[config.mk]
export PLATFORM = sky130hd
export DESIGN_NAME = lca_queue
export DESIGN_NICKNAME = d
export VERILOG_FILES = /design/src/rtl/core/lca_pkg.sv /design/src/rtl/core/lca_queue.sv
export SDC_FILE = /design/constraint.sdc
export NUM_CORES = 1
export LEC_CHECK = 0
export BUFFER_PORTS_ARGS = -buffer_cell sky130_fd_sc_hd__buf_2
export CAP_MARGIN = 10
export CORE_UTILIZATION = 50
export CTS_BUF_LIST = sky130_fd_sc_hd__clkbuf_4 sky130_fd_sc_hd__clkbuf_8
export CTS_CLUSTER_SIZE = 10
export DETAILED_ROUTE_END_ITERATION = 8
export GPL_TIMING_DRIVEN = 0
export PLACE_DENSITY_LB_ADDON = 0.15
export RECOVER_POWER = 50
export SLEW_MARGIN = 5
export SYNTH_ARGS = -nofsm -noshare
export SYNTH_HDL_FRONTEND = slang
export SYNTH_SLANG_ARGS = --single-unit
[constraint.sdc]
create_clock -name clk -period 2.2 [get_ports clk]
set_clock_uncertainty 0.2 [all_clocks]
set_input_delay 0.44 -clock clk [delete_from_list [all_inputs] [get_ports clk]]
set_output_delay 0.44 -clock clk [all_outputs]
set_load 0.05 [all_outputs]
[src/rtl/core/lca_pkg.sv]
// Shared types, constants and helpers for the tree LCA binary-lifting core.
`default_nettype none
package lca_pkg;

  localparam int MAX_NODES   = 1024;
  localparam int LIFT_LEVELS = 10;
  localparam int MAX_EDGES   = 2048;

  localparam int NODE_W  = $clog2(MAX_NODES + 1);
  localparam int EREF_W  = $clog2(MAX_EDGES + 1);
  localparam int EIDX_W  = $clog2(MAX_EDGES);
  localparam int DEPTH_W = $clog2(MAX_NODES);
  localparam int LV_W    = (LIFT_LEVELS > 1) ? $clog2(LIFT_LEVELS) : 1;
  localparam int STK_AW  = $clog2(MAX_NODES);
  localparam int SLOTS   = 2 ** NODE_W;
  localparam int ANC_AW  = $clog2(LIFT_LEVELS * SLOTS);

  localparam logic [1:0] FUNC_CLEAR = 2'd0;
  localparam logic [1:0] FUNC_ADD   = 2'd1;
  localparam logic [1:0] FUNC_BUILD = 2'd2;
  localparam logic [1:0] FUNC_QUERY = 2'd3;

  localparam logic [1:0] ST_OK      = 2'd0;
  localparam logic [1:0] ST_BAD     = 2'd1;
  localparam logic [1:0] ST_FULL    = 2'd2;
  localparam logic [1:0] ST_NOTBLT  = 2'd3;

  typedef struct packed {
    logic [1:0]        func;
    logic [NODE_W-1:0] node_a;
    logic [NODE_W-1:0] node_b;
  } lca_in_t;

  typedef struct packed {
    logic [NODE_W-1:0] ancestor;
    logic [1:0]        status;
  } lca_out_t;

  typedef struct packed {
    logic [1:0]        func;
    logic [NODE_W-1:0] node_a;
    logic [NODE_W-1:0] node_b;
    logic              bad;
  } lca_job_t;

  function automatic logic in_rng(input logic [NODE_W-1:0] v,
                                  input logic [NODE_W-1:0] cnt);
    in_rng = (v != '0) && (v <= cnt);
  endfunction

endpackage
`default_nettype wire

[src/rtl/core/lca_queue.sv]
// Two-entry job queue between the front and back stages.
`default_nettype none
module lca_queue (
  input  wire               clk,
  input  wire               rst_n,
  input  wire               wr_valid,
  output logic              wr_ready,
  input  lca_pkg::lca_job_t wr_data,
  output logic              rd_valid,
  input  wire               rd_ready,
  output lca_pkg::lca_job_t rd_data
);
  import lca_pkg::*;

  lca_job_t   slot_r [2];
  logic       wp_r, wp_nxt, rp_r, rp_nxt;
  logic [1:0] cnt_r, cnt_nxt;
  logic       push, pop;

  assign wr_ready = (cnt_r != 2'd2);
  assign rd_valid = (cnt_r != 2'd0);
  assign rd_data  = slot_r[rp_r];
  assign push     = wr_valid && wr_ready;
  assign pop      = rd_valid && rd_ready;

  always_comb begin
    wp_nxt  = push ? !wp_r : wp_r;
    rp_nxt  = pop ? !rp_r : rp_r;
    cnt_nxt = cnt_r + 2'(push) - 2'(pop);
  end

  always_ff @(posedge clk) begin
    if (!rst_n) begin
      wp_r  <= 1'b0;
      rp_r  <= 1'b0;
      cnt_r <= 2'd0;
    end else begin
      wp_r  <= wp_nxt;
      rp_r  <= rp_nxt;
      cnt_r <= cnt_nxt;
    end
  end

  always_ff @(posedge clk) begin
    if (push) slot_r[wp_r] <= wr_data;
  end
endmodule
`default_nettype wire

==> results of run 1 <==
==> repair_timing <==
| action | in CTS | in global routing |
|---|---|---|
| setup buffers | 0 | 0 |
| resized for setup | 0 | 10 |
| setup endpoints to repair | 17 | 45 |
| endpoints found under the hold margin | 0 | 0 |
| pin swaps | 0 | 0 |
==> synth_stat cells <==
master	n
buf_2	1
inv_1	2
nand2b_1	1
edfxtp_1	50
o31a_1	1
buf_4	2
dfxtp_1	5
or2_1	1
xor2_1	1
o21ba_1	1
nand3b_1	1
nor2_1	4
and3_1	2
a21bo_1	1
o21ai_1	1
o21ai_0	1
nor4_1	1
ha_1	1
nand3_1	1
and2_1	1
nor4bb_2	1
mux2_1	25
nor2b_1	1
nor3_2	1
a21oi_1	1
==> metal layers <==
| metal | part of all wire [%] | track usage (%) | up-vias |
|---|---|---|---|
| met3 | 5.4 | 5.86 | 0 |
| met5 | 0 | 0 | - |
| met1 | 40 | 14.9 | 523 |
| met2 | 54 | 27.9 | 33 |
| li1 | - | - | 534 |
| met4 | 0 | 5.32 | 0 |
==> metrics by stage <==
step	instances	area, um2	worst slack (ns)	total power, mW	utilization, %
final	220	2500	0.0915	2.74	62.6
after global routing	220	2500	0.00557	2.86	62.6
after CTS	220	2490	-0.0206	2.75	62.2
after detailed placement	213	2410	0.0835	2.26	60.3
after global placement	213	2410	0.168	2.24	60.3
after floorplan	108	2070	0.0541	2.06	-
==> state kept, by name, summed over array words and instances, names as in the netlist, named ones only <==
signal / flops
cnt_r: 2
slot_r: 50
rp_r: 1
wp_r: 1
==> path summary, 6_finish.rpt <==
kind | end
max reg2reg | slot_r[0][13]
min | slot_r[0][3]
min reg2reg | register
max | rd_data[15]
==> layout make-up <==
type,count,area [um2],area share [%]
Tap cell,50,62.6,2.50
Multi-Input combinational cell,48,445,17.8
Clock inverter,2,8.76,0.350
Buffer,3,37.5,1.50
Clock buffer,5,68.8,2.75
Inverter,2,11.3,0.450
Timing Repair Buffer,55,269,10.7
Sequential cell,55,1600,63.9
==> power by group through the flow <==
stage          clock, mW  combinational (mW)  sequential, mW
3_3_place_gp           0               0.909            1.33
2_1_floorplan          0               0.735            1.32
3_5_place_dp           0               0.924            1.34
6_report           0.492               0.941            1.31
4_1_cts            0.508               0.927            1.31
5_1_grt            0.548               0.994            1.32
==> cells in the final DEF (no fill, tap or decap), types with 2 or more instances in the layout <==
cell      instances
edfxtp_1         50
buf_2            44
mux2_1           25
clkbuf_1          8
dfxtp_1           5
clkbuf_8          5
nor2_1            4
buf_4             2
buf_8             2
o21ai_0           2
==> cell families after synthesis <==
logic type | Yosys count | synth area share [%]
mux | 25 | 13.6
xor+xnor | 1 | 0.423
simple gates | 15 | 4.71
fa+ha+maj | 1 | 0.603
compound gates | 6 | 2.11
flops | 55 | 77.2
buf+inv | 5 | 1.33
==> results.tsv, run 1 <==
metric	value	unit
slew-limit-headroom	60.6	%
fp.dieArea	4410	um2
slew_viol_final	0	
antenna_found_initial	0	
grt_pass1_wl	4600	um
synth_area	2070	um2
first_global_vias	1064	
synth.top_cells.by_area	edfxtp_1, mux2_1, dfxtp_1	
start_util	51.8	%
grt_max_degree	26	
port_buffers	55	
ctsHoldBuffers	0	
fillers	307	
cpPeakStageDelay	0.33	ns
cp.required	1.56	ns
vias_per_cell	4.95	
wire_per_inst	14.4	um
drt_iter0_drc	73	
worst_pin_slew	0.591	ns
cts_buffers	5	
sequentialPowerShare	47.7	%
crit_arrival	1.47	ns
nets	200	
rows	23	
yosys.area.top_type	edfxtp_1	
hold_class	input port to register	
wl	3180	um
r2r_setup_slack	0.28	ns
ir_drop	0.000599	V
clock_latency	0.29	ns
ys_warn_count	0	
path_max_fanout	10	
synth_top_area_share	72.4	%
comb_power_share	34.3	%
switching_share	36.2	%
drc_errors	0	
synth.distinct_cells	25	
ant_nets	0	
slowest_stage	mux2_1	
period_needed	2.11	ns
cp-end-kind	output pin	
cts_root_buf	clkbuf_8	
tns	0	ns
r2r_start	cnt_r[1]	
start_kind	register	
syn_inst	108	
first_pass_iters	4	
grt-ovfl-total	0	
ys_seq_area_share	77.2	%
holdCritStartpoint	wr_data[3]	
intPower	1.75	mW
r2r_cells	3	
path_class	register to output pin	
min_path_cells	1	
gp_congestion	0.615	
syn_to_final_growth	20.8	%
ys_ff_latch	55	
crit_cells	4	
critPathTopFamily	buffers and inverters	
synth_nets	138	
core-area	4000	um2
min_period_over_period	95.8	%
setup_viol	0	
drive_above_1_share	34.7	%
htreeDepth	2	
grt.total_usage	15.0	%
cts_tree	built	
critPathBufInv	3	
power.switching	0.994	mW
powerDensity	1100	nW/um2
worstPathCellList	buf_4 > buf_8 > mux2_1 > buf_2	
cap_violations	0	
clkSlewWorstSetupHoldPaths	0.08	ns
whs	0.130	ns
num_antenna_cells	0	
cts.sink_count	55	
finalHoldViolCount	0	
cts_max_path_buffers	2	
clkPwrFrac	17.9	%
syn_avg_cell_area	19.2	um2
num_vias	1090	
die_w	66.4	um
ios	56	
total_leakage_power	0.934	nW
status	finished, final reports clean	
dpl.hpwl	2200	um
rsz0062_at_grt	yes	
fmax	474	MHz
die_h	66.4	um
No activity file was read; power rests on OpenSTA's default activity.
==> run 2, diff against run 1 <==
ABC_CLOCK_PERIOD_IN_PS = 2200   (was unset)
BUFFER_PORTS_ARGS = -buffer_cell sky130_fd_sc_hd__buf_4   (was -buffer_cell sky130_fd_sc_hd__buf_2)
==> run 2 against run 1 <==
Compared with the run above:
- register-to-register slack better by 0.06 ns
- utilization is 3.8 points higher
- count of clock-buffer cells in the layout did not move
- first-iteration DRC count decreased by 45%
- routed wire length decreased by 0.66%
- non-clock buffer count did not move
- die area unchanged
- clock power rose by 30%
- largest cell class unchanged
- highest routed layer is now met4
==> results.tsv, run 2 (synthesis results as in run 1) <==
metric	value	unit	change
status	finished, final reports clean		
r2r_cells	3		unchanged
first_global_vias	1048		-1.5%
hold_class	input port to register		
largest_register_ffs	50		unchanged
worst_pin_slew	0.600	ns	+0.00902 ns
antenna_found_initial	0		unchanged
rsz0062_at_grt	no		
worstPathCellList	buf_4 > buf_8 > mux2_1 > buf_4		
port_buffers	55		unchanged
wl	3160	um	-0.66%
drive_above_1_share	36.8	%	+2.1 points
finalHoldViolCount	0		unchanged
cts.sink_count	55		unchanged
ios	56		unchanged
grt_pass1_wl	4750	um	+3.2%
clkSlewWorstSetupHoldPaths	0.09	ns	about the same
die_h	66.4	um	unchanged
critPathBufInv	3		unchanged
fmax	475	MHz	+0.14%
fp.dieArea	4410	um2	unchanged
slowest_stage	mux2_1		
powerDensity	1120	nW/um2	+1.9%
cpPeakStageDelay	0.34	ns	about the same
clock_latency	0.29	ns	about the same
reg_top3	slot_r x50, cnt_r x2		
syn_to_final_growth	28.1	%	
drt_iter0_drc	40		-45%
grt-ovfl-total	0		unchanged
die_w	66.4	um	unchanged
htreeDepth	2		unchanged
core-area	4000	um2	unchanged
cts_buffers	5		unchanged
cts_max_path_buffers	2		unchanged
path_max_fanout	10		unchanged
min_path_cells	1		unchanged
grt_max_degree	26		unchanged
critPathTopFamily	buffers and inverters		
cap_violations	0		unchanged
grt.total_usage	15.7	%	+0.65 points
vias_per_cell	4.98		+0.46%
top_register	slot_r		
post-cts-setup-buffers	0		unchanged
gp_congestion	0.619		+0.57%
ir_drop	0.000862	V	+44%
final_common_cell	edfxtp_1		
fin_util	66.4	%	+3.8 points
fillers	296		-3.6%
drc_errors	0		unchanged
num_vias	1100		+0.92%
ant_nets	0		unchanged
num_antenna_cells	0		unchanged
cp.required	1.56	ns	about the same
nets	200		unchanged
rows	23		unchanged
total_leakage_power	0.992	nW	+6.2%
slew-limit-headroom	60.2	%	-0.44 points
min_period_over_period	95.7	%	-0.13 points
cts_root_buf	clkbuf_8		
setup_viol	0		unchanged
layout_common_cells	edfxtp_1, buf_4, mux2_1, clkbuf_4, clkbuf_1		
ctsHoldBuffers	0		unchanged
crit_arrival	1.47	ns	about the same
start_kind	register		
start_util	51.8	%	unchanged
tns	0	ns	unchanged
wire_per_inst	14.3	um	-1.1%
slew_viol_final	0		unchanged
cts_tree	built		
whs	0.145	ns	+0.0149 ns
critical_path.most_common_cell	buf_4		
cp-end-kind	output pin		
path_class	register to output pin		
period_needed	2.11	ns	-0.00286 ns
crit_cells	4		unchanged
first_pass_iters	4		unchanged
## run 2: changes by cell type in the layout (fill, tap and decap cells not counted), sizes merged
cell,change
buf,-17
clkbuf,+17
bufinv,+1
## run 2: cell type report
class	count	area [um2]	share of cell area [%]
Buffer	3	37.5	1.41
Clock buffer	5	68.8	2.59
Clock inverter	3	43.8	1.65
Inverter	2	11.3	0.424
Multi-Input combinational cell	48	445	16.8
Sequential cell	55	1600	60.3
Tap cell	50	62.6	2.36
Timing Repair Buffer	55	384	14.5
## run 2: layer usage
layer  global-route usage [%]  vias up  wire, um
met4                     5.59        0        44
met5                        0        -         0
li1                         -      539         -
met2                     27.8       35      1710
met1                     16.9      521      1230
met3                     5.86        5       165
## run 2: worst register-to-register path: cells and delay by family, from the launching register on
kind          cells  cell delay (ns)
buf+inv           1             0.48
simple gates      2             0.39
flops             1             0.37
## run 2: metrics by stage
step	instances	worst slack [ns]	instance area (um2)	total power, mW
2_1_floorplan	108	0.0541	2070	2.06
3_3_place_gp	213	0.179	2550	2.33
3_5_place_dp	213	0.118	2550	2.35
4_1_cts	221	-0.0221	2660	2.99
5_1_grt	221	0.00984	2660	3.09
6_report	221	0.0943	2660	2.96
## run 2: report_power, final
| group | switching [mW] | internal [mW] | total (mW) |
|---|---|---|---|
| combinational | 0.679 | 0.337 | 1.02 |
| clock | 0.301 | 0.339 | 0.639 |
| sequential | 0.0391 | 1.27 | 1.31 |
| total | 1.02 | 1.95 | 2.96 |
## run 2: path summary, 6_finish.rpt
check	startpoint	slack [ns]	to
worst min register to register	rp_r	0.32	rp_r
worst max register to register	cnt_r[0]	0.34	slot_r[0][5]
worst max-delay path	register	0.09	rd_data[15]
worst min-delay path	wr_data[4]	0.14	slot_r[1][4]
## run 2: repair_timing
action                     CTS  global route
gates resized for setup      0             7
gates cloned                 0             0
setup endpoints to repair   16            45
